## config.mk

```make
export PLATFORM = sky130hd
export DESIGN_NAME = c_string_unescape_decoder_flat
export DESIGN_NICKNAME = d
export VERILOG_FILES = /design/src/rtl/csu_pkg.sv /design/src/rtl/csu_if.sv /design/src/rtl/csu_front.sv /design/src/rtl/csu_queue.sv /design/src/rtl/csu_back.sv /design/src/rtl/c_string_unescape_decoder.sv /design/src/flat_wrapper.sv
export SDC_FILE = /design/constraint.sdc
export NUM_CORES = 1
export LEC_CHECK = 0
export ABC_AREA = 1
export BUFFER_PORTS_ARGS = -buffer_cell sky130_fd_sc_hd__buf_4
export CORE_ASPECT_RATIO = 0.5
export CORE_MARGIN = 1
export CORE_UTILIZATION = 56
export CTS_CLUSTER_SIZE = 8
export DETAILED_ROUTE_END_ITERATION = 8
export PLACE_DENSITY = 0.81
export SYNTH_ARGS = -nofsm -noshare
export SYNTH_HDL_FRONTEND = slang
export SYNTH_SLANG_ARGS = --single-unit
```

## constraint.sdc

```tcl
create_clock -name clk -period 2.75 [get_ports clk]
set_input_delay 0.1375 -clock clk [delete_from_list [all_inputs] [get_ports clk]]
set_output_delay 0.1375 -clock clk [all_outputs]
set_load 0.02 [all_outputs]
```

## src/rtl/csu_pkg.sv

```systemverilog
// Package for the C string unescape decoder: decode modes, character codes,
// queue entry type and small decode helper functions. No dependencies.
package csu_pkg;

  // Decode mode, one-hot
  typedef enum logic [3:0] {
    MODE_NORMAL = 4'b0001,
    MODE_ESCAPE = 4'b0010,
    MODE_HEX    = 4'b0100,
    MODE_OCTAL  = 4'b1000
  } mode_t;

  localparam logic [7:0] CHR_BSLASH = 8'h5C;
  localparam logic [7:0] CHR_X      = 8'h78;
  localparam logic [7:0] ESC_CODE   = 8'h1B;
  localparam logic [7:0] SAT_MAX    = 8'hFF;

  // Octal digit count at which a run closes
  localparam logic [1:0] OCT_MAX_DIGITS = 2'd3;

  // One queue entry: the one or two result bytes caused by one input word
  typedef struct packed {
    logic [7:0] byte0;
    logic [7:0] byte1;
    logic       two;
    logic       fin;
  } entry_t;

  // Hex digit: {valid, value}
  function automatic logic [4:0] hex_digit(input logic [7:0] c);
    logic [4:0] r;
    r = 5'd0;
    if (c >= "0" && c <= "9")      r = {1'b1, 4'(c - "0")};
    else if (c >= "A" && c <= "F") r = {1'b1, 4'(c - "A" + 8'd10)};
    else if (c >= "a" && c <= "f") r = {1'b1, 4'(c - "a" + 8'd10)};
    return r;
  endfunction

  // Single-letter escape: {hit, control code}
  function automatic logic [8:0] esc_letter(input logic [7:0] c);
    logic [8:0] r;
    r = 9'd0;
    case (c)
      "a":     r = {1'b1, 8'h07};
      "b":     r = {1'b1, 8'h08};
      "e":     r = {1'b1, ESC_CODE};
      "f":     r = {1'b1, 8'h0C};
      "n":     r = {1'b1, 8'h0A};
      "r":     r = {1'b1, 8'h0D};
      "t":     r = {1'b1, 8'h09};
      "v":     r = {1'b1, 8'h0B};
      default: r = 9'd0;
    endcase
    return r;
  endfunction

  // Clamp a 9-bit value to a byte
  function automatic logic [7:0] sat9(input logic [8:0] v);
    return (v > 9'({1'b0, SAT_MAX})) ? SAT_MAX : v[7:0];
  endfunction

endpackage

```

## src/rtl/csu_if.sv

```systemverilog
// Channel interfaces for the unescape decoder: raw byte input and decoded
// byte output, each with valid/ready. Depends on nothing.
interface csu_in_if;
  logic       valid;
  logic       ready;
  logic [7:0] in_byte;
  logic       is_final;

  modport source  (output valid, in_byte, is_final, input ready);
  modport sink    (input valid, in_byte, is_final, output ready);
  modport monitor (input valid, ready, in_byte, is_final);
endinterface

interface csu_out_if;
  logic       valid;
  logic       ready;
  logic [7:0] out_byte;
  logic       run_end;
  logic       string_end;

  modport source  (output valid, out_byte, run_end, string_end, input ready);
  modport sink    (input valid, out_byte, run_end, string_end, output ready);
  modport monitor (input valid, ready, out_byte, run_end, string_end);
endinterface

```

## src/rtl/csu_front.sv

```systemverilog
// Front end: accepts raw words, runs the escape decode state and pushes the
// resulting one or two bytes into the queue. Depends on csu_pkg, csu_if.
module csu_front import csu_pkg::*; (
  input  logic         clk,
  input  logic         rst_n,
  csu_in_if.sink       in_ch,
  input  logic         q_full,
  output logic         push,
  output entry_t       push_entry
);

  mode_t      mode_r, mode_nxt;
  logic [8:0] acc_r, acc_nxt;
  logic       hex_seen_r, hex_seen_nxt;
  logic [1:0] oct_cnt_r, oct_cnt_nxt;

  logic [7:0]  b;
  logic        fin;
  logic        accept;
  logic [1:0]  n_res;
  logic [7:0]  byte0, byte1;
  logic        plain_emit;
  logic [4:0]  hex_d;
  logic [8:0]  esc_l;
  logic        is_oct;
  logic [12:0] hex_shift;
  logic [8:0]  hex_acc;
  logic [8:0]  oct_acc;

  assign b      = in_ch.in_byte;
  assign fin    = in_ch.is_final;
  assign in_ch.ready = !q_full;
  assign accept = in_ch.valid && !q_full;

  assign plain_emit = !(b == CHR_BSLASH && !fin);
  assign hex_d      = hex_digit(b);
  assign esc_l      = esc_letter(b);
  assign is_oct     = (b >= "0") && (b <= "7");
  assign hex_shift  = {acc_r, 4'b0000} | {9'd0, hex_d[3:0]};
  assign hex_acc    = (hex_shift > 13'({5'd0, SAT_MAX})) ? {1'b0, SAT_MAX} : hex_shift[8:0];
  assign oct_acc    = {acc_r[5:0], b[2:0]};

  // Decode of one word against the current mode
  always_comb begin
    mode_nxt     = mode_r;
    acc_nxt      = acc_r;
    hex_seen_nxt = hex_seen_r;
    oct_cnt_nxt  = oct_cnt_r;
    n_res        = 2'd0;
    byte0        = b;
    byte1        = b;
    unique case (mode_r)
      MODE_NORMAL: begin
        if (plain_emit) n_res = 2'd1;
        else            mode_nxt = MODE_ESCAPE;
      end
      MODE_ESCAPE: begin
        mode_nxt = MODE_NORMAL;
        if (esc_l[8]) begin
          n_res = 2'd1;
          byte0 = esc_l[7:0];
        end else if (b == CHR_X) begin
          acc_nxt      = 9'd0;
          hex_seen_nxt = 1'b0;
          if (fin) begin
            n_res = 2'd1;
            byte0 = CHR_X;
          end else begin
            mode_nxt = MODE_HEX;
          end
        end else if (is_oct) begin
          acc_nxt     = {6'd0, b[2:0]};
          oct_cnt_nxt = 2'd1;
          if (fin) begin
            n_res = 2'd1;
            byte0 = {5'd0, b[2:0]};
          end else begin
            mode_nxt = MODE_OCTAL;
          end
        end else begin
          n_res = 2'd1;
        end
      end
      MODE_HEX: begin
        if (hex_d[4]) begin
          acc_nxt      = hex_acc;
          hex_seen_nxt = 1'b1;
          if (fin) begin
            n_res    = 2'd1;
            byte0    = hex_acc[7:0];
            mode_nxt = MODE_NORMAL;
          end
        end else begin
          // run ends: pending value, then the word as a normal byte unless it is a backslash that opens an escape
          byte0    = hex_seen_r ? acc_r[7:0] : CHR_X;
          mode_nxt = MODE_NORMAL;
          if (plain_emit) begin
            n_res = 2'd2;
          end else begin
            n_res    = 2'd1;
            mode_nxt = MODE_ESCAPE;
          end
        end
      end
      MODE_OCTAL: begin
        if (is_oct && oct_cnt_r < OCT_MAX_DIGITS) begin
          acc_nxt     = oct_acc;
          oct_cnt_nxt = oct_cnt_r + 2'd1;
          if (fin || oct_cnt_nxt >= OCT_MAX_DIGITS) begin
            n_res    = 2'd1;
            byte0    = sat9(oct_acc);
            mode_nxt = MODE_NORMAL;
          end
        end else begin
          byte0    = sat9(acc_r);
          mode_nxt = MODE_NORMAL;
          if (plain_emit) begin
            n_res = 2'd2;
          end else begin
            n_res    = 2'd1;
            mode_nxt = MODE_ESCAPE;
          end
        end
      end
      default: mode_nxt = MODE_NORMAL;
    endcase
    // end of string returns everything to reset
    if (fin) begin
      mode_nxt     = MODE_NORMAL;
      acc_nxt      = 9'd0;
      hex_seen_nxt = 1'b0;
      oct_cnt_nxt  = 2'd0;
    end
  end

  // Decode state
  always_ff @(posedge clk) begin
    if (!rst_n) begin
      mode_r     <= MODE_NORMAL;
      acc_r      <= 9'd0;
      hex_seen_r <= 1'b0;
      oct_cnt_r  <= 2'd0;
    end else if (accept) begin
      mode_r     <= mode_nxt;
      acc_r      <= acc_nxt;
      hex_seen_r <= hex_seen_nxt;
      oct_cnt_r  <= oct_cnt_nxt;
    end
  end

  assign push             = accept && (n_res != 2'd0);
  assign push_entry.byte0 = byte0;
  assign push_entry.byte1 = byte1;
  assign push_entry.two   = (n_res == 2'd2);
  assign push_entry.fin   = fin;

endmodule

```

## src/rtl/csu_queue.sv

```systemverilog
// Short queue of decoded entries between front and back end.
// Depends on csu_pkg.
module csu_queue import csu_pkg::*; #(
  parameter int DEPTH = 4
) (
  input  logic   clk,
  input  logic   rst_n,
  input  logic   push,
  input  entry_t push_entry,
  output logic   full,
  input  logic   pop,
  output entry_t pop_entry,
  output logic   not_empty
);

  localparam int PTR_W = (DEPTH > 1) ? $clog2(DEPTH) : 1;
  localparam int CNT_W = $clog2(DEPTH + 1);
  localparam logic [PTR_W-1:0] LAST = PTR_W'(DEPTH - 1);

  entry_t             mem_r [DEPTH];
  logic [PTR_W-1:0]   wr_ptr_r, rd_ptr_r;
  logic [CNT_W-1:0]   count_r;
  logic               do_push, do_pop;

  assign full      = (count_r == CNT_W'(DEPTH));
  assign not_empty = (count_r != '0);
  assign do_push   = push && !full;
  assign do_pop    = pop && not_empty;
  assign pop_entry = mem_r[rd_ptr_r];

  // Storage
  always_ff @(posedge clk) begin
    if (do_push) mem_r[wr_ptr_r] <= push_entry;
  end

  // Pointers and fill count
  always_ff @(posedge clk) begin
    if (!rst_n) begin
      wr_ptr_r <= '0;
      rd_ptr_r <= '0;
      count_r  <= '0;
    end else begin
      if (do_push) wr_ptr_r <= (wr_ptr_r == LAST) ? '0 : wr_ptr_r + 1'b1;
      if (do_pop)  rd_ptr_r <= (rd_ptr_r == LAST) ? '0 : rd_ptr_r + 1'b1;
      if (do_push && !do_pop)      count_r <= count_r + 1'b1;
      else if (do_pop && !do_push) count_r <= count_r - 1'b1;
    end
  end

endmodule

```

## src/rtl/csu_back.sv

```systemverilog
// Back end: takes queue entries and sends their bytes one word per cycle,
// unless the output stalls, through the output register. Depends on csu_pkg, csu_if.
module csu_back import csu_pkg::*; (
  input  logic     clk,
  input  logic     rst_n,
  input  entry_t   entry,
  input  logic     entry_valid,
  output logic     pop,
  csu_out_if.source out_ch
);

  logic       out_valid_r;
  logic [7:0] out_byte_r;
  logic       run_end_r;
  logic       string_end_r;
  logic       phase_r;
  logic       load;
  logic       first_half;

  assign load       = entry_valid && (!out_valid_r || out_ch.ready);
  assign first_half = entry.two && !phase_r;
  assign pop        = load && !first_half;

  // Output register valid and second-byte phase
  always_ff @(posedge clk) begin
    if (!rst_n) begin
      out_valid_r <= 1'b0;
      phase_r     <= 1'b0;
    end else if (load) begin
      out_valid_r <= 1'b1;
      phase_r     <= first_half;
    end else if (out_ch.ready) begin
      out_valid_r <= 1'b0;
    end
  end

  // Output payload
  always_ff @(posedge clk) begin
    if (load) begin
      if (first_half) begin
        out_byte_r   <= entry.byte0;
        run_end_r    <= 1'b0;
        string_end_r <= 1'b0;
      end else begin
        out_byte_r   <= entry.two ? entry.byte1 : entry.byte0;
        run_end_r    <= 1'b1;
        string_end_r <= entry.fin;
      end
    end
  end

  assign out_ch.valid      = out_valid_r;
  assign out_ch.out_byte   = out_byte_r;
  assign out_ch.run_end    = run_end_r;
  assign out_ch.string_end = string_end_r;

endmodule

```

## src/rtl/c_string_unescape_decoder.sv

```systemverilog
// C string unescape decoder: one raw byte per input word, one decoded byte per output word.
// Path: an accepted word is registered in the queue, then in the output register.
// Throughput: one input word per cycle; a word that ends a hex or octal run
// and carries a byte of its own gives two output words in turn; input held off while queue full.
// Reset (rst_n low, synchronous): decode state to normal, queue and output register empty.
// Depends on csu_pkg, csu_if, csu_front, csu_queue, csu_back.
module c_string_unescape_decoder import csu_pkg::*; #(
  parameter int QUEUE_DEPTH = 4
) (
  input  logic       clk,
  input  logic       rst_n,
  csu_in_if.sink     in_ch,
  csu_out_if.source  out_ch
);

  logic   q_full;
  logic   push;
  entry_t push_entry;
  logic   pop;
  entry_t pop_entry;
  logic   q_not_empty;

  csu_front u_front (
    .clk        (clk),
    .rst_n      (rst_n),
    .in_ch      (in_ch),
    .q_full     (q_full),
    .push       (push),
    .push_entry (push_entry)
  );

  csu_queue #(.DEPTH(QUEUE_DEPTH)) u_queue (
    .clk        (clk),
    .rst_n      (rst_n),
    .push       (push),
    .push_entry (push_entry),
    .full       (q_full),
    .pop        (pop),
    .pop_entry  (pop_entry),
    .not_empty  (q_not_empty)
  );

  csu_back u_back (
    .clk         (clk),
    .rst_n       (rst_n),
    .entry       (pop_entry),
    .entry_valid (q_not_empty),
    .pop         (pop),
    .out_ch      (out_ch)
  );

endmodule

```

## src/flat_wrapper.sv

```systemverilog
// flat-port wrapper written by rule: the top's interface ports become plain ports
module c_string_unescape_decoder_flat import csu_pkg::*;
#(
  parameter int QUEUE_DEPTH = 4
)
  (clk, rst_n, in_ch_valid, in_ch_in_byte, in_ch_is_final, in_ch_ready, out_ch_valid, out_ch_out_byte, out_ch_run_end, out_ch_string_end, out_ch_ready);
  csu_in_if in_ch_i ();
  csu_out_if out_ch_i ();
  input  logic clk;
  input  logic rst_n;
  input wire logic [$bits(in_ch_i.valid)-1:0] in_ch_valid;
  input wire logic [$bits(in_ch_i.in_byte)-1:0] in_ch_in_byte;
  input wire logic [$bits(in_ch_i.is_final)-1:0] in_ch_is_final;
  output wire logic [$bits(in_ch_i.ready)-1:0] in_ch_ready;
  output wire logic [$bits(out_ch_i.valid)-1:0] out_ch_valid;
  output wire logic [$bits(out_ch_i.out_byte)-1:0] out_ch_out_byte;
  output wire logic [$bits(out_ch_i.run_end)-1:0] out_ch_run_end;
  output wire logic [$bits(out_ch_i.string_end)-1:0] out_ch_string_end;
  input wire logic [$bits(out_ch_i.ready)-1:0] out_ch_ready;
  assign in_ch_i.valid = in_ch_valid;
  assign in_ch_i.in_byte = in_ch_in_byte;
  assign in_ch_i.is_final = in_ch_is_final;
  assign in_ch_ready = in_ch_i.ready;
  assign out_ch_valid = out_ch_i.valid;
  assign out_ch_out_byte = out_ch_i.out_byte;
  assign out_ch_run_end = out_ch_i.run_end;
  assign out_ch_string_end = out_ch_i.string_end;
  assign out_ch_i.ready = out_ch_ready;
  c_string_unescape_decoder #(.QUEUE_DEPTH(QUEUE_DEPTH)) u_core (.clk(clk), .rst_n(rst_n), .in_ch(in_ch_i), .out_ch(out_ch_i));
endmodule
```

==> impl_metrics.py <==
metrics = {
    "timing": {
        "hold_viol_final": 0,
        "setup_violations": 0,
        "hold_slack_ns": 0.0500,
        "max_freq_mhz": 387,
        "tightest_slew_ns": 0.495,
        "fin_tns_setup_ns": 0,
        "min_period_ns": 2.58,
        "final_max_slew_viol_count": 0,
        "slew_headroom": 0.670,
        "final.period_utilization": 0.939,
        "skew_ns": 0.00943,
    },
    "routing": {
        "firstDrtPassIters": 6,
        "wl_met2_mm": 6.75,
        "routed_wl_mm": 14.9,
        "wl_met1_mm": 6.48,
        "top_layer": "met4",
        "ant_nets": 0,
        "drt_iter0_markers": 481,
        "via_count": 4975,
        "via_per_inst": 5.93,
        "wl_per_cell_um": 17.7,
        "drc": 0,
        "wl_met3_mm": 1.30,
    },
    "hold_path": {
        "worstHoldStart": "in_ch_in_byte[0]",
        "hold_path.class": "primary input to flip-flop",
        "hold_path_depth": 1,
        "holdPathEnd": "u_core.u_queue.mem_r[0][2]",
    },
    "global_route": {
        "grt_pass1_vias": 4618,
        "gr-total-overflow": 0,
        "grtUsageTotal": 0.287,
        "grt_pass1_wl_mm": 23.0,
        "grt_antenna_before_repair": 0,
        "grt_max_degree": 23,
    },
    "outcome": {
        "status": "complete, no violations",
    },
    "yosys": {
        "yosysUniqueCellTypes": 45,
        "async_reset_ff_frac": 0,
        "netlist_area_mm2": 0.00577,
        "postSynthAreaPerCell_um2": 8.84,
        "synth_nets": 679,
        "synth_edf_count": 82,
        "synthCells": 653,
        "ys_warn_count": 0,
        "yosysSeqAreaShare": 0.520,
        "ys.flop_type": "edfxtp_1",
        "ys_seq_elements": 109,
    },
    "pwr": {
        "p_leak_nw": 2.59,
        "p_int_mw": 3.46,
        "vdd_ir_drop_max_mv": 0.395,
        "power_density_mw_per_mm2": 807,
        "combPwrFrac": 0.332,
        "p_sw_frac": 0.350,
        "clockPowerShare": 0.248,
        "power.switching_mw": 1.86,
        "power.total_mw": 5.32,
        "power.share.sequential": 0.420,
    },
    "floorplan": {
        "ios": 25,
        "row_count": 25,
        "die_y_um": 73.8,
        "die_w_um": 146,
        "coreArea_mm2": 0.00973,
        "die-area_mm2": 0.0107,
        "start_util": 0.593,
    },
    "final_layout": {
        "fin_cells": 839,
        "multiInputGateArea_mm2": 0.00239,
        "syn2layout_area_growth_pct": 14.2,
        "diodes": 0,
        "mostFrequentLayoutCell": "nand2_1",
        "seqCellArea_mm2": 0.00300,
        "finalNetCount": 726,
        "mostFrequentLayoutCells": "nand2_1, nor2_1, edfxtp_1",
        "drive_above_1_share": 0.159,
        "final_cell_area_mm2": 0.00659,
        "nFillCells": 753,
    },
    "setup_path": {
        "r2r-end": "u_core.u_queue.count_r[1]",
        "cp_data_required_time_ns": 2.98,
        "worst_setup_path_start_kind": "flip-flop",
        "r2r_slack_ns": 0.17,
        "max_stage_delay_ns": 0.41,
        "cp.arrival_ns": 2.81,
        "crit_type": "flip-flop to flip-flop",
        "slowest_stage": "fa_1",
        "crit_chain": "ha_1 -> inv_1 -> nand4_1 -> nand2_1 -> nand2_1 -> nand2_1 -> nand4_1 -> nand2_1 -> inv_1 -> ha_1 -> inv_1 -> fa_1 -> o21ai_0 -> a21oi_1",
        "cpMostUsedCell": "nand2_1",
        "worstRegToRegCells": 14,
        "critPathCaptureType": "flip-flop",
        "crit_start": "u_core.u_front.oct_cnt_r[1]",
        "worst-path-max-fanout": 5,
        "rr_startpoint": "u_core.u_front.oct_cnt_r[1]",
    },
    "placement": {
        "place.gp.congestion": 1.00,
        "post-dp-hpwl_mm": 10.5,
        "place_area_mm2": 0.00627,
        "port_buffers": 24,
        "dp.cells": 823,
    },
    "clock_network": {
        "htree_levels": 3,
        "numCtsBuffers": 9,
        "clkLatencyLatePin_ns": 0.35,
        "clk_path_buf_depth": 2,
        "clk_pin_slew_ns": 0.07,
        "clock-sinks": 109,
        "cts-hold-fix-buffers": 0,
        "cts_tree": "yes",
        "clockRootBuffer": "clkbuf_16",
    },
    "run": {
        "maxCapViolCount": 0,
    },
}
cell usage after synthesis, drive strengths merged (10+ instances only):
library cell    n  area, um2
a21oi          27        143
edfxtp         82       2460
nand4          12       75.1
nand2         117        467
dfxtp          27        541
o21ai          56        284
clkbuf         11       41.3
nor2          100        424
nand3          56        325
ha             12        150
inv            77        292
buf            10       48.8
repair_timing:
| action | CTS | global route |
|---|---|---|
| setup endpoints to repair | 0 | 2 |
| gates resized for setup | 0 | 4 |
| hold endpoints to repair | 0 | 0 |
| setup buffers | 0 | 1 |
power groups by stage:
stage	clock network, mW	registers (mW)	logic [mW]
5_1_grt	1.40	2.26	1.96
4_1_cts	1.33	2.23	1.75
3_3_place_gp	0	2.26	1.67
6_report	1.32	2.23	1.77
2_1_floorplan	0	2.35	1.03
3_5_place_dp	0	2.26	1.73
per-layer routing:
layer / global-route usage / vias up
met2: 0.483 / 247
met1: 0.374 / 2317
li1: - / 2363
met4: 0.119 / 0
met5: 0 / -
met3: 0.0540 / 48
state kept, by name (all words and copies together), names as in the netlist, 2 cells and up, named ones only:
| register | cells |
|---|---|
| u_core.u_front.mode_r | 4 |
| u_core.u_front.acc_r | 9 |
| u_core.u_back.out_ch.out_byte | 8 |
| u_core.u_queue.wr_ptr_r | 2 |
| u_core.u_queue.rd_ptr_r | 2 |
| u_core.u_queue.mem_r | 72 |
| u_core.u_front.oct_cnt_r | 2 |
| u_core.u_queue.count_r | 3 |
per-stage QoR:
| step | utilization | setup slack, ns |
|---|---|---|
| floorplan | - | 0.0835 |
| global placement | 0.645 | 0.164 |
| detailed placement | 0.645 | 0.0473 |
| CTS | 0.676 | 0.103 |
| global route | 0.678 | -0.0131 |
| finish | 0.678 | 0.169 |
critical path: cells and delay by family, from the launching register on:
family,cells,cell delay [ns]
simple gates,6,0.92
fa+ha+maj,3,0.78
flops,1,0.33
buf+inv,3,0.23
compound gates,2,0.20
logic make-up after synthesis:
kind of cell | share of synthesized area
simple gates | 0.232
fa+ha+maj | 0.0295
buf+inv | 0.0681
compound gates | 0.136
flops | 0.520
mux | 0.0139
worst max path at each step:
stage / end / slack [ns] / cells after the start
2_1_floorplan: u_core.u_queue.mem_r[0][0] / 0.08 / 11
3_3_place_gp: u_core.u_queue.count_r[2] / 0.16 / 20
3_5_place_dp: u_core.u_queue.count_r[2] / 0.05 / 20
4_1_cts: u_core.u_queue.count_r[1] / 0.10 / 15
5_1_grt: u_core.u_queue.count_r[2] / -0.01 / 18
6_report: u_core.u_queue.count_r[1] / 0.17 / 14
cell type report:
| class | count | area share |
|---|---|---|
| flip-flops and latches | 109 | 0.455 |
| multi-input cells | 443 | 0.362 |
| repair buffers | 57 | 0.0649 |
| inverters | 80 | 0.0459 |
| clock buffers | 9 | 0.0342 |
| well taps | 135 | 0.0256 |
| clock inverters | 6 | 0.0118 |
Note: power is estimated with default switching activity, not from simulation.
